`src/design/cal_clk_pkg.sv`:
```
// ----------------------------------------------------------------------------
// Calendar clock package
// Beat types, register codes, calendar tables and the date arithmetic
// shared by the calendar clock datapath.
// ----------------------------------------------------------------------------
package cal_clk_pkg;

    // calendar base and derived century terms
    localparam int unsigned BASE_YEAR   = 2000;
    localparam int unsigned CENT_BEFORE = (BASE_YEAR - 1) / 100;
    localparam int unsigned CENT_BASE   = BASE_YEAR / 100;
    localparam int unsigned CENT_AFTER  = (BASE_YEAR + 100) / 100;
    localparam int unsigned QUAD_BEFORE = (BASE_YEAR - 1) / 400;
    localparam int unsigned QUAD_BASE   = BASE_YEAR / 400;

    localparam logic [16:0] DAY_SECONDS  = 17'd86400;
    localparam logic [11:0] HOUR_SECONDS = 12'd3600;

    // one and two days in seconds, signed for the countdown fold
    localparam logic signed [18:0] DAY_S  = $signed({2'b00, DAY_SECONDS});
    localparam logic signed [18:0] DAY_S2 = DAY_S + DAY_S;

    // input opcodes
    localparam logic OP_TICK = 1'b0;
    localparam logic OP_LOAD = 1'b1;

    // configuration register indexes
    localparam logic [3:0] CFG_ALARM_YEAR   = 4'd0;
    localparam logic [3:0] CFG_ALARM_MONTH  = 4'd1;
    localparam logic [3:0] CFG_ALARM_DAY    = 4'd2;
    localparam logic [3:0] CFG_ALARM_HOUR   = 4'd3;
    localparam logic [3:0] CFG_ALARM_MINUTE = 4'd4;
    localparam logic [3:0] CFG_ALARM_SECOND = 4'd5;
    localparam logic [3:0] CFG_ALARM_ON     = 4'd6;
    localparam logic [3:0] CFG_ZONE_HOURS   = 4'd7;

    // days before the first of each month, out-of-range months clamp
    localparam logic [8:0] DAYS_BEFORE [16] = '{
        9'd0,   9'd0,   9'd31,  9'd59,  9'd90,  9'd120, 9'd151, 9'd181,
        9'd212, 9'd243, 9'd273, 9'd304, 9'd334, 9'd365, 9'd365, 9'd365
    };

    // 3*(m+1)/5 term of the weekday formula
    localparam logic [3:0] MONTH_TERM [16] = '{
        4'd0, 4'd1, 4'd1, 4'd2, 4'd3, 4'd3, 4'd4, 4'd4,
        4'd5, 4'd6, 4'd6, 4'd7, 4'd7, 4'd8, 4'd9, 4'd9
    };

    typedef struct packed {
        logic       opcode;
        logic [6:0] load_year;
        logic [3:0] load_month;
        logic [4:0] load_day;
        logic [4:0] load_hour;
        logic [5:0] load_minute;
        logic [5:0] load_second;
        logic       from_utc;
        logic       late_fix;
    } cal_in_t;

    typedef struct packed {
        logic [6:0]  cur_year;
        logic [3:0]  cur_month;
        logic [4:0]  cur_day;
        logic [4:0]  cur_hour;
        logic [5:0]  cur_minute;
        logic [5:0]  cur_second;
        logic [2:0]  weekday;
        logic        alarm_full;
        logic        alarm_clock;
        logic [15:0] left_days;
        logic [16:0] left_seconds;
    } cal_out_t;

    typedef struct packed {
        logic [6:0] year;
        logic [3:0] month;
        logic [4:0] day;
        logic [4:0] hour;
        logic [5:0] minute;
        logic [5:0] second;
    } cal_time_t;

    // leap test on the full year, years 2000..2127
    function automatic logic is_leap(input logic [6:0] yoff);
        return (yoff[1:0] == 2'd0) && (yoff != 7'd100);
    endfunction

    function automatic logic [4:0] month_len(input logic [3:0] m, input logic [6:0] yoff);
        logic [4:0] len;
        case (m)
            4'd2: begin
                len = is_leap(yoff) ? 5'd29 : 5'd28;
            end
            4'd4, 4'd6, 4'd9, 4'd11: begin
                len = 5'd30;
            end
            default: begin
                len = 5'd31;
            end
        endcase
        return len;
    endfunction

    // day carry, a month outside 1..12 leaves the date alone
    function automatic cal_time_t next_day(input cal_time_t t);
        cal_time_t r;
        r = t;
        if (t.month >= 4'd1 && t.month <= 4'd12) begin
            if (t.day >= month_len(t.month, t.year)) begin
                r.day = 5'd1;
                if (t.month == 4'd12) begin
                    r.month = 4'd1;
                    r.year  = (t.year >= 7'd99) ? 7'd0 : t.year + 7'd1;
                end else begin
                    r.month = t.month + 4'd1;
                end
            end else begin
                r.day = t.day + 5'd1;
            end
        end
        return r;
    endfunction

    function automatic cal_time_t next_second(input cal_time_t t);
        cal_time_t r;
        r = t;
        if (t.second < 6'd59) begin
            r.second = t.second + 6'd1;
        end else begin
            r.second = 6'd0;
            if (t.minute < 6'd59) begin
                r.minute = t.minute + 6'd1;
            end else begin
                r.minute = 6'd0;
                if (t.hour < 5'd23) begin
                    r.hour = t.hour + 5'd1;
                end else begin
                    r.hour = 5'd0;
                    r = next_day(r);
                end
            end
        end
        return r;
    endfunction

    // x mod 7 by folding octal digits, since 8 = 1 mod 7
    function automatic logic [2:0] mod7(input logic [15:0] x);
        logic [5:0] s1;
        logic [3:0] s2;
        logic [3:0] s3;
        s1 = 6'(x[2:0]) + 6'(x[5:3]) + 6'(x[8:6]) + 6'(x[11:9]) + 6'(x[14:12]) + 6'(x[15]);
        s2 = 4'(s1[2:0]) + 4'(s1[5:3]);
        s3 = 4'(s2[2:0]) + 4'(s2[3]);
        return (s3 >= 4'd7) ? 3'(s3 - 4'd7) : s3[2:0];
    endfunction

    // weekday on the full year, 1 Monday .. 7 Sunday
    function automatic logic [2:0] weekday_of(input logic [6:0] yoff, input logic [3:0] m,
                                              input logic [4:0] d);
        logic [3:0]  mm;
        logic [11:0] y;
        logic [4:0]  c100;
        logic [2:0]  c400;
        logic [15:0] sum;
        if (m == 4'd1 || m == 4'd2) begin
            mm = m + 4'd12;
            y  = 12'(BASE_YEAR) + 12'(yoff) - 12'd1;
        end else begin
            mm = m;
            y  = 12'(BASE_YEAR) + 12'(yoff);
        end
        c100 = (y < 12'(BASE_YEAR)) ? 5'(CENT_BEFORE) :
               (y < 12'(BASE_YEAR + 100)) ? 5'(CENT_BASE) : 5'(CENT_AFTER);
        c400 = (y < 12'(BASE_YEAR)) ? 3'(QUAD_BEFORE) : 3'(QUAD_BASE);
        sum  = 16'(d) + {11'd0, mm, 1'b0} + 16'(MONTH_TERM[mm]) + 16'(y) + 16'(y[11:2])
             - 16'(c100) + 16'(c400);
        return mod7(sum) + 3'd1;
    endfunction

    // day number from the base date, can be -1 for day zero of january
    function automatic logic signed [16:0] days_of(input logic [6:0] yoff, input logic [3:0] m,
                                                   input logic [4:0] d);
        logic [7:0]  yoff3;
        logic [5:0]  leaps;
        logic [15:0] base;
        logic [15:0] u;
        yoff3 = {1'b0, yoff} + 8'd3;
        leaps = 6'(yoff3[7:2]) - ((yoff > 7'd100) ? 6'd1 : 6'd0);
        base  = 16'(yoff) * 16'd365;
        u     = base + 16'(leaps) + 16'(DAYS_BEFORE[m])
              + (((m > 4'd2) && is_leap(yoff)) ? 16'd1 : 16'd0) + 16'(d);
        return $signed({1'b0, u}) - 17'sd1;
    endfunction

    // seconds into the day, may pass one day for out-of-range hours
    function automatic logic [16:0] tod_of(input logic [4:0] h, input logic [5:0] mi,
                                           input logic [5:0] s);
        return 17'(h) * 17'(HOUR_SECONDS) + 17'(mi) * 17'd60 + 17'(s);
    endfunction

endpackage

```
`src/design/calendar_clock_with_alarm_top.sv`:
```
// ----------------------------------------------------------------------------
// Calendar clock with alarm
// Date and time keeper with tick and load beats, weekday, alarm match
// flags and a countdown to the alarm instant.
// ----------------------------------------------------------------------------
//  channel  | ports                          | direction | beat
//  ---------+--------------------------------+-----------+----------------------
//  input    | s_valid s_ready s_data         | in        | tick or load
//  result   | m_valid m_ready m_data         | out       | date, flags, countdown
//  config   | cfg_valid cfg_ready cfg_index  | in        | one alarm/zone register
//           | cfg_data                       |           |
//
//  One beat is accepted every cycle unless a stalled result backs up the stages;
//  the result passes through the calendar state, the day-number stage and the
//  countdown output register. The rate is set by the calendar state update.
//  Reset sets 2000-01-01 00:00:00 and the register defaults; no clearing pass.
//  A stalled result holds in the output register while the two stages
//  behind it keep filling, so up to three beats sit inside during a stall.
module calendar_clock_with_alarm_top (
    input  logic                  aclk,
    input  logic                  aresetn,
    input  logic                  s_valid,
    output logic                  s_ready,
    input  cal_clk_pkg::cal_in_t  s_data,
    output logic                  m_valid,
    input  logic                  m_ready,
    output cal_clk_pkg::cal_out_t m_data,
    input  logic                  cfg_valid,
    output logic                  cfg_ready,
    input  logic [3:0]            cfg_index,
    input  logic [7:0]            cfg_data
);

    // configuration registers
    logic [6:0] alarm_year_reg;
    logic [3:0] alarm_month_reg;
    logic [4:0] alarm_day_reg;
    logic [4:0] alarm_hour_reg;
    logic [5:0] alarm_minute_reg;
    logic [5:0] alarm_second_reg;
    logic       alarm_on_reg;
    logic [4:0] zone_hours_reg;

    // calendar state, doubles as the first stage payload
    cal_clk_pkg::cal_time_t time_reg;
    cal_clk_pkg::cal_time_t time_next;
    cal_clk_pkg::cal_time_t load_time;
    cal_clk_pkg::cal_time_t zone_time;
    cal_clk_pkg::cal_time_t load_done;
    logic [5:0]             zone_sum;
    logic [5:0]             zone_wrap;

    // pipeline control
    logic st1_valid_reg;
    logic st1_valid_next;
    logic st2_valid_reg;
    logic st2_valid_next;
    logic m_valid_reg;
    logic m_valid_next;
    logic s_fire;
    logic st2_ready;
    logic out_ready;
    logic st2_load;
    logic out_load;

    // second stage payload
    cal_clk_pkg::cal_time_t st2_time_reg;
    logic [2:0]             st2_weekday_reg;
    logic                   st2_full_reg;
    logic                   st2_clock_reg;
    logic signed [16:0]     st2_days_reg;
    logic [16:0]            st2_tod_reg;
    logic                   tod_match;
    logic                   date_match;

    // alarm instant, recomputed from the registers every cycle
    logic signed [16:0] alm_days_reg;
    logic [16:0]        alm_tod_reg;

    // countdown split
    logic signed [18:0] dd;
    logic signed [18:0] sd;
    logic signed [18:0] q;
    logic signed [18:0] r;
    logic signed [18:0] n;

    cal_clk_pkg::cal_out_t out_reg;
    cal_clk_pkg::cal_out_t out_next;

    // handshakes
    assign out_ready = !m_valid_reg || m_ready;
    assign st2_ready = !st2_valid_reg || out_ready;
    assign s_ready   = !st1_valid_reg || st2_ready;
    assign s_fire    = s_valid && s_ready;
    assign st2_load  = st1_valid_reg && st2_ready;
    assign out_load  = st2_valid_reg && out_ready;
    assign cfg_ready = 1'b1;
    assign m_valid   = m_valid_reg;
    assign m_data    = out_reg;

    // configuration writes
    always_ff @(posedge aclk) begin
        if (!aresetn) begin
            alarm_year_reg   <= 7'd0;
            alarm_month_reg  <= 4'd1;
            alarm_day_reg    <= 5'd1;
            alarm_hour_reg   <= 5'd0;
            alarm_minute_reg <= 6'd0;
            alarm_second_reg <= 6'd0;
            alarm_on_reg     <= 1'b0;
            zone_hours_reg   <= 5'd8;
        end else if (cfg_valid && cfg_ready) begin
            case (cfg_index)
                cal_clk_pkg::CFG_ALARM_YEAR:   alarm_year_reg   <= cfg_data[6:0];
                cal_clk_pkg::CFG_ALARM_MONTH:  alarm_month_reg  <= cfg_data[3:0];
                cal_clk_pkg::CFG_ALARM_DAY:    alarm_day_reg    <= cfg_data[4:0];
                cal_clk_pkg::CFG_ALARM_HOUR:   alarm_hour_reg   <= cfg_data[4:0];
                cal_clk_pkg::CFG_ALARM_MINUTE: alarm_minute_reg <= cfg_data[5:0];
                cal_clk_pkg::CFG_ALARM_SECOND: alarm_second_reg <= cfg_data[5:0];
                cal_clk_pkg::CFG_ALARM_ON:     alarm_on_reg     <= cfg_data[0];
                cal_clk_pkg::CFG_ZONE_HOURS:   zone_hours_reg   <= cfg_data[4:0];
                default: begin
                end
            endcase
        end
    end

    // load path: zone offset with day carry, then optional extra second
    always_comb begin
        load_time.year   = s_data.load_year;
        load_time.month  = s_data.load_month;
        load_time.day    = s_data.load_day;
        load_time.hour   = s_data.load_hour;
        load_time.minute = s_data.load_minute;
        load_time.second = s_data.load_second;
        zone_sum  = 6'(s_data.load_hour) + 6'(zone_hours_reg);
        zone_wrap = zone_sum - 6'd24;
        zone_time = load_time;
        if (s_data.from_utc) begin
            if (zone_sum >= 6'd24) begin
                zone_time      = cal_clk_pkg::next_day(load_time);
                zone_time.hour = zone_wrap[4:0];
            end else begin
                zone_time.hour = zone_sum[4:0];
            end
        end
        load_done = s_data.late_fix ? cal_clk_pkg::next_second(zone_time) : zone_time;
    end

    // calendar state update
    always_comb begin
        time_next = time_reg;
        if (s_fire) begin
            if (s_data.opcode == cal_clk_pkg::OP_LOAD) begin
                time_next = load_done;
            end else begin
                time_next = cal_clk_pkg::next_second(time_reg);
            end
        end
    end

    always_ff @(posedge aclk) begin
        if (!aresetn) begin
            time_reg <= '{year: 7'd0, month: 4'd1, day: 5'd1,
                          hour: 5'd0, minute: 6'd0, second: 6'd0};
        end else begin
            time_reg <= time_next;
        end
    end

    // stage valid bits
    always_comb begin
        st1_valid_next = s_fire ? 1'b1 : (st2_ready ? 1'b0 : st1_valid_reg);
        st2_valid_next = st2_ready ? st1_valid_reg : st2_valid_reg;
        m_valid_next   = out_ready ? st2_valid_reg : m_valid_reg;
    end

    always_ff @(posedge aclk) begin
        if (!aresetn) begin
            st1_valid_reg <= 1'b0;
            st2_valid_reg <= 1'b0;
            m_valid_reg   <= 1'b0;
        end else begin
            st1_valid_reg <= st1_valid_next;
            st2_valid_reg <= st2_valid_next;
            m_valid_reg   <= m_valid_next;
        end
    end

    // alarm instant in day number and time of day
    always_ff @(posedge aclk) begin
        alm_days_reg <= cal_clk_pkg::days_of(alarm_year_reg, alarm_month_reg, alarm_day_reg);
        alm_tod_reg  <= cal_clk_pkg::tod_of(alarm_hour_reg, alarm_minute_reg, alarm_second_reg);
    end

    // stage two: weekday, match flags, current day number and time of day
    assign tod_match  = (alarm_hour_reg == time_reg.hour) &&
                        (alarm_minute_reg == time_reg.minute) &&
                        (alarm_second_reg == time_reg.second);
    assign date_match = (alarm_year_reg == time_reg.year) &&
                        (alarm_month_reg == time_reg.month) &&
                        (alarm_day_reg == time_reg.day);

    always_ff @(posedge aclk) begin
        if (st2_load) begin
            st2_time_reg    <= time_reg;
            st2_weekday_reg <= cal_clk_pkg::weekday_of(time_reg.year, time_reg.month,
                                                       time_reg.day);
            st2_clock_reg   <= alarm_on_reg && tod_match;
            st2_full_reg    <= alarm_on_reg && tod_match && date_match;
            st2_days_reg    <= cal_clk_pkg::days_of(time_reg.year, time_reg.month,
                                                    time_reg.day);
            st2_tod_reg     <= cal_clk_pkg::tod_of(time_reg.hour, time_reg.minute,
                                                   time_reg.second);
        end
    end

    // countdown: fold the time-of-day difference into [0, one day)
    always_comb begin
        dd = $signed({{2{alm_days_reg[16]}}, alm_days_reg})
           - $signed({{2{st2_days_reg[16]}}, st2_days_reg});
        sd = $signed({2'b00, alm_tod_reg}) - $signed({2'b00, st2_tod_reg});
        if (sd < -cal_clk_pkg::DAY_S) begin
            q = -19'sd2;
            r = sd + cal_clk_pkg::DAY_S2;
        end else if (sd < 19'sd0) begin
            q = -19'sd1;
            r = sd + cal_clk_pkg::DAY_S;
        end else if (sd < cal_clk_pkg::DAY_S) begin
            q = 19'sd0;
            r = sd;
        end else begin
            q = 19'sd1;
            r = sd - cal_clk_pkg::DAY_S;
        end
        n = dd + q;

        out_next.cur_year    = st2_time_reg.year;
        out_next.cur_month   = st2_time_reg.month;
        out_next.cur_day     = st2_time_reg.day;
        out_next.cur_hour    = st2_time_reg.hour;
        out_next.cur_minute  = st2_time_reg.minute;
        out_next.cur_second  = st2_time_reg.second;
        out_next.weekday     = st2_weekday_reg;
        out_next.alarm_full  = st2_full_reg;
        out_next.alarm_clock = st2_clock_reg;
        if (n > 19'sd0 || (n == 19'sd0 && r != 19'sd0)) begin
            out_next.left_days    = n[15:0];
            out_next.left_seconds = r[16:0];
        end else begin
            out_next.left_days    = 16'd0;
            out_next.left_seconds = 17'd0;
        end
    end

    always_ff @(posedge aclk) begin
        if (out_load) begin
            out_reg <= out_next;
        end
    end

    // checks
    a_st1_fill: assert property (@(posedge aclk) disable iff (!aresetn)
        s_fire |=> st1_valid_reg)
        else $error("accepted beat did not enter the first stage");

    a_full_zero: assert property (@(posedge aclk) disable iff (!aresetn)
        (m_valid && m_data.alarm_full) |->
        (m_data.left_days == 16'd0 && m_data.left_seconds == 17'd0))
        else $error("full alarm match with nonzero countdown");

    a_clock_sec: assert property (@(posedge aclk) disable iff (!aresetn)
        (m_valid && m_data.alarm_clock) |-> (m_data.left_seconds == 17'd0))
        else $error("time-of-day match with leftover seconds");

    a_sec_range: assert property (@(posedge aclk) disable iff (!aresetn)
        m_valid |-> (m_data.left_seconds < cal_clk_pkg::DAY_SECONDS))
        else $error("countdown seconds reach a full day");

    a_wday: assert property (@(posedge aclk) disable iff (!aresetn)
        m_valid |-> (m_data.weekday != 3'd0))
        else $error("weekday out of range");

endmodule

```
`config.mk`:
```
export PLATFORM = sky130hd
export DESIGN_NAME = calendar_clock_with_alarm_top
export DESIGN_NICKNAME = d
export VERILOG_FILES = /design/src/design/cal_clk_pkg.sv /design/src/design/calendar_clock_with_alarm_top.sv
export SDC_FILE = /design/constraint.sdc
export NUM_CORES = 1
export LEC_CHECK = 0
export ABC_AREA = 1
export BUFFER_PORTS_ARGS = -buffer_cell sky130_fd_sc_hd__buf_4
export CORE_MARGIN = 5
export CORE_UTILIZATION = 45
export CTS_CLUSTER_DIAMETER = 100
export DETAILED_ROUTE_END_ITERATION = 10
export PLACE_DENSITY = 0.68
export SYNTH_ARGS = -nofsm -noshare
export SYNTH_HDL_FRONTEND = slang
export SYNTH_SLANG_ARGS = --single-unit
```
`constraint.sdc`:
```
create_clock -name aclk -period 17 [get_ports aclk]
set_clock_uncertainty 0.15 [all_clocks]
set_input_delay 4.25 -clock aclk [delete_from_list [all_inputs] [get_ports aclk]]
set_output_delay 4.25 -clock aclk [all_outputs]
set_load 0.005 [all_outputs]
```
# Word-level counts from Yosys, hierarchy flattened
# Memories as Yosys holds them, arrays and structs flattened.
# Index checks and enable logic that the tools add are counted.
[totals] mem_count=3 regBits=252 out_inout_bits=74 wordCells=318 in_bits=53 romBits=352
[memory_table] name="(no name shown)" depth=16 word_bits=9 read_ports=1 rd_ports_with_merged_regs=0 write_ports=0 line_no="cal_clk_pkg.sv:191" text="u = base + 16'(leaps) + 16'(DAYS_BEFORE[m])"
[memory_table] name="(no name shown)" depth=16 word_bits=9 read_ports=1 rd_ports_with_merged_regs=0 write_ports=0 line_no="cal_clk_pkg.sv:191"
[memory_table] name="(no name shown)" depth=16 word_bits=4 read_ports=1 rd_ports_with_merged_regs=0 write_ports=0 line_no="cal_clk_pkg.sv:176" text="sum = 16'(d) + {11'd0, mm, 1'b0} + 16'(MONTH_TERM[mm]) + 16'(y) + 16'(y[11:2])"
[op_classes] addsub=59 muxes=80 reduce_logical=54 n_mul=6 bitwise_logic=3 n_lt_le_gt_ge=33 n_eq_ne=39
[ops] op="33-bit 2-to-1 mux" n=3
[ops] op="16-bit 2-to-1 mux" n=6
[ops] op="19-bit 2-to-1 mux" n=5
[ops] op="5-bit 2-to-1 mux" n=19
[ops] op="27-bit 2-to-1 mux" n=2
[ops] op="21-bit 2-to-1 mux" n=2
[ops] op="7-bit 2-to-1 mux" n=6
[ops] op="4-bit by 3-bit == test with 1-bit output (second input constant)" n=10
[ops] op="4-bit == test (second input constant)" n=9
[ops] op="18-bit less-than comparator (second input constant)" n=2
[ops] op="9-bit 2-to-1 mux" n=4
[ops] op="17-bit by 17-bit subtractor with 18-bit output" n=2
[ops] op="17-bit by 12-bit adder with 17-bit output" n=2
[ops] op="17-bit by 6-bit adder with 17-bit output" n=2
[ops] op="16-bit by 1-bit subtractor with 17-bit output (second input constant)" n=2
[ops] op="11-bit 2-to-1 mux" n=3
[ops] op="16-bit by 1-bit adder with 16-bit output" n=2
[ops] op="16-bit by 5-bit adder with 16-bit output" n=2
[ops] op="16-bit by 6-bit adder with 16-bit output" n=2
[ops] op="16-bit by 9-bit adder with 16-bit output" n=2
[ops] op="7-bit by 9-bit multiplier with 16-bit output (second input constant)" n=2
[ops] op="4-bit 2-to-1 mux" n=7
[ops] op="7-bit inequality test (second input constant)" n=4
[ops] op="5-bit by 8-bit multiplier with 13-bit output (second input constant)" n=2
[ops] op="other kinds (71)" n=172

# Longest topological paths before layout
[logic_depth] word_depth=28 ltp_mapped=58 mapped_depth_nobuf=56

# Least setup slack after synthesis
# No wires, ideal clock.
[synth_path] path_kind="register to register" from="register time_reg[25] in the netlist's numbering" to="register st2_weekday_reg[2], data pin" path_stages_with_launch=49 synth_period_minus_slack_ns=9.902 n_path_buf=2 setup_time_ns=0.259 arrival_ns=9.493 required_ns=16.591 slack_ns=7.098 path_cell_list="dfxtp_1 > buf_2 > inv_1 > clkbuf_1 > ha_1 > nand2_1 > nand2_2 > nand3_1 > nor3_2 > inv_1 > nor3_2 > inv_1 > o21ai_2 > ha_1 > a31oi_1 > fa_1 > inv_1 > fa_1 > (+13 left out) > fa_1 > inv_1 > fa_1 > inv_1 > ha_1 > fa_1 > xor2_1 > ha_1 > inv_1 > fa_1 > inv_1 > ha_1 > ha_1 > nand2_1 > nand2_1 > mux2_2 > ha_1 > xnor2_1"
[synth_between] elab_chain_len=23 word_cells_on_any_way=34 classes_between="16 x add/sub; 3 x order compare; 2 x eq/ne; 10 x mux; 1 x bitwise; 1 x reduce/logical; 1 x memory"
[synth_rtl] item="start: declaration" line_no="calendar_clock_with_alarm_top.sv:45" text="cal_clk_pkg::cal_time_t time_reg;"
[synth_rtl] item="start signal: assignment" line_no="calendar_clock_with_alarm_top.sv:164" text="time_reg <= '{year: 7'd0, month: 4'd1, day: 5'd1,"
[synth_rtl] item="start signal: assignment" line_no="calendar_clock_with_alarm_top.sv:167" text="time_reg <= time_next;"
[synth_rtl] item="parallel branches: the longest is 12 deep, another holds 14-bit by 5-bit subtractor with 15-bit output"
[synth_rtl] item="15-bit by 4-bit adder with 16-bit output (*)" line_no="cal_clk_pkg.sv:177" text="- 16'(c100) + 16'(c400);"
[synth_rtl] item="3-bit by 3-bit adder with 4-bit output" line_no="cal_clk_pkg.sv:152" text="s1 = 6'(x[2:0]) + 6'(x[5:3]) + 6'(x[8:6]) + 6'(x[11:9]) + 6'(x[14:12]) + 6'(x[15]);"
[synth_rtl] item="4-bit by 3-bit adder with 5-bit output" line_no="cal_clk_pkg.sv:152"
[synth_rtl] item="5-bit by 3-bit adder with 6-bit output" line_no="cal_clk_pkg.sv:152"
[synth_rtl] item="6-bit by 3-bit adder with 6-bit output" line_no="cal_clk_pkg.sv:152"
[synth_rtl] item="6-bit by 1-bit adder with 6-bit output (*)" line_no="cal_clk_pkg.sv:152"
[synth_rtl] item="3-bit by 3-bit adder with 4-bit output (*)" line_no="cal_clk_pkg.sv:153" text="s2 = 4'(s1[2:0]) + 4'(s1[5:3]);"
[synth_rtl] item="3-bit by 1-bit adder with 4-bit output (*)" line_no="cal_clk_pkg.sv:154" text="s3 = 4'(s2[2:0]) + 4'(s2[3]);"
[synth_rtl] item="4-bit by 3-bit greater-or-equal comparator with 1-bit output / 3-bit subtractor (equally long branches)" line_no="cal_clk_pkg.sv:155" text="return (s3 >= 4'd7) ? 3'(s3 - 4'd7) : s3[2:0];"
[synth_rtl] item="3-bit 2-to-1 mux (*)" line_no="cal_clk_pkg.sv:155"
[synth_rtl] item="3-bit by 1-bit adder with 3-bit output (*)" line_no="cal_clk_pkg.sv:178" text="return mod7(sum) + 3'd1;"
[synth_rtl] item="end signal: assignment" line_no="calendar_clock_with_alarm_top.sv:207" text="st2_weekday_reg <= cal_clk_pkg::weekday_of(time_reg.year, time_reg.month,"
[synth_rtl] item="end: declaration" line_no="calendar_clock_with_alarm_top.sv:68" text="logic [2:0] st2_weekday_reg;"
# Mark *: on every way between the ends. The select of a mux whose other input is x is not followed.
# A chain may end at the register's enable or synchronous reset.

# Final worst setup path
[layout_path] from="register time_reg[24] in the netlist's numbering" to="register st2_weekday_reg[2], data pin"
# The elaborated chain is that of the path after synthesis.

==> run metrics <==
period utilization=64.6%; worst-case hold slack=0.262 ns; drt initial violations=1290; sequential area share after synthesis=24.6%; R2R depth=46; final wirelength=59800 um; maximum vdd ir drop=2.31 mV; Final GP Congestion=0.929; CP Max Fanout=14; worst r2r src=time_reg[24]; Lkg Pwr=15.0 nW; crit path buf inv count=10; syn_area_per_cell=8.02 sq um; ys flop type=edfxtp_1; n_diodes=0; Req. time, crit path=17.18 ns; post-layout min period=10.99 ns; worst hold-check path type=reg -> reg; count of different cell masters after synthesis=63; Setup crit end kind=flip-flop; First-pass DRT Iterations=6; root buf cell=clkbuf_16; CTS tree=done; routed vias/inst=4.98; initial antenna violation count=0; Area after DPL=27800 sq um; Sw Share=44.3%; Mapped Cells=3245; share of Yosys cell area claimed by the top area cell type=18.7%; r2r endpoint=st2_weekday_reg[2]; Post-Route Utilization=50.1%; Largest register FFs=71; # resized after CTS=0; via count=20700; Port Buffers=124; PwrDens=250 nW/um^2; Die Wd=251 um; DRC violations left=0; nets=3958; postcts setup bufs=0; CP max-delay cell=dfxtp_1; PnR worst setup slack=6.01 ns; vias in the first global route=20300; largest net degree at the start of global routing=72; Hold Path Depth=0; Routed WL per cell=14.4 um; die area=62800 sq um; Die Y=251 um; number of synthesized flops with an enable pin=141; CTS Buffer Depth=3; max-slew violations=0; Initial Util=45.3%; Async SR Flop Fraction=0%; All-Layer GR Usage=18.9%; Syn-to-layout area delta=10.7%; Post-synth top cells=612 x inv_1, 583 x nand2_1, 390 x ha_1; setup slack at placement=6.11 ns; clock-pin slew on the worst setup and hold paths=0.07 ns; H-Tree Depth=1; Slew HR=26.2%; Remaining Overflow, GRT=0; Slew @ Worst Pin=1.11 ns; Post-DRT Antenna Nets=0; WS Path Type=reg -> reg; share of layout cells above drive strength 1=8.15%; yosys warns=0; worst hold endpoint=m_data[43]; largest cells by area after synthesis=ha_1 19%, edfxtp_1 16%, fa_1 11%, inv_1 8.8%, nand2_1 8.4%; DP HPWL=48200 um; CTS buffer count=31; hold buffer count at cts=0; Seq pwr share=16.3%; final hold vios=0; floorplan row count=88; CP peak stage delay=0.68 ns; combinational power share=74.5%; Reg2Reg Setup Slack=6.01 ns; core area=57500 sq um; CTS sink cnt=250; status=completed; endpoints failing setup=0; synthesized area=26000 sq um; first-pass GRT wire length=100000 um; WP data arrival=11.17 ns; post-synth top area cell=ha_1; max-cap viol count=0; startpoint types=flip-flop; top-count cell post-synth=inv_1; setup_tns=0 ns; Ports=127; Power Internal=0.00401 W; hold_sp=out_next[43]; Fmax=91.0 MHz; Design Area, Final=28800 sq um; RSZ-0062 raised after global routing=false; most frequent CP cell=inv_1; worst skew pair latency=0.60 ns; Net Switching=0.00319 W; cell family with most CP delay=adder cells; Synth Register Bits=250; Clock power frac=9.2%
## logic make-up (layout without fill, tap and decap cells)
kind of cell             count (synthesis)  count (layout)  share of synthesized area, %
multiplexers                             1               1                        0.0432
other                                    2               3                        0.0288
adder cells (fa/ha/maj)                531             531                          29.6
AO/OA/AOI/OAI                          444             444                          9.67
XOR/XNOR                               200             200                          6.76
flip-flops                             250             250                          24.6
AND/OR/NAND/NOR                       1158            1158                          19.6
buffers and inverters                  659             812                          9.71
## power groups by stage
stage / clock [W] / sequential (W) / combinational (W)
after floorplan: 0 / 0.00118 / 0.00459
after detailed placement: 0 / 0.00119 / 0.00550
final: 0.000660 / 0.00117 / 0.00537
after global routing: 0.000704 / 0.00111 / 0.00613
after global placement: 0 / 0.00119 / 0.00538
after CTS: 0.000677 / 0.00117 / 0.00553
## cells in the final DEF (no fill, tap or decap), types with 12 or more instances in the layout
| cell type | count |
|---|---|
| xnor2_1 | 60 |
| nor3_1 | 26 |
| nor2_1 | 221 |
| nand3_1 | 174 |
| nor2_2 | 29 |
| buf_4 | 127 |
| edfxtp_1 | 141 |
| xor2_1 | 139 |
| o21ai_0 | 147 |
| inv_1 | 611 |
| o211ai_1 | 16 |
| o21bai_1 | 14 |
| ha_1 | 390 |
| clkbuf_16 | 33 |
| dfxtp_1 | 109 |
| inv_2 | 12 |
| a21oi_1 | 187 |
| fa_1 | 141 |
| nand4_1 | 40 |
| nand2_1 | 583 |
| nand2_2 | 17 |
## area by class of cell
class	count	area [sq um]
Timing Repair Buffer	127	953
Multi-Input combinational cell	2337	17100
Clock inverter	18	165
Inverter	627	2350
Tap cell	765	957
Fill cell	5603	28700
Sequential cell	250	6420
Clock buffer	40	862
## worst reg2reg max path: cells and delay by family (launching register included)
| kind | cells | cell delay, ns |
|---|---|---|
| AO/OA/AOI/OAI | 7 | 1.38 |
| adder cells (fa/ha/maj) | 16 | 5.38 |
| flip-flops | 1 | 0.68 |
| buffers and inverters | 10 | 1.20 |
| AND/OR/NAND/NOR | 9 | 1.00 |
| multiplexers | 1 | 0.35 |
| XOR/XNOR | 3 | 0.60 |
## worst max path at each step
stage	from	cells past startpoint	end
3_3_place_gp	time_reg[24]	44	st2_weekday_reg[2]
6_report	time_reg[24]	46	st2_weekday_reg[2]
5_1_grt	time_reg[24]	46	st2_weekday_reg[2]
2_1_floorplan	time_reg[25]	48	st2_weekday_reg[2]
3_5_place_dp	time_reg[26]	46	st2_weekday_reg[2]
4_1_cts	time_reg[24]	46	st2_weekday_reg[2]
## through the flow
stage               instances  power [W]
finish                   4164    0.00720
global route             4164    0.00794
CTS                      4164    0.00738
detailed placement       4106    0.00668
global placement         4106    0.00656
floorplan                3246    0.00577
## routing by layer
metal | GRT usage, % | vias up | wire length [um]
met5 | 0 | - | 0
met4 | 4.80 | 0 | 1410
met3 | 1.70 | 87 | 2590
met2 | 31.3 | 425 | 26800
met1 | 26.8 | 9451 | 28900
li1 | - | 10800 | -
Note: power is estimated with default switching activity, not from simulation.
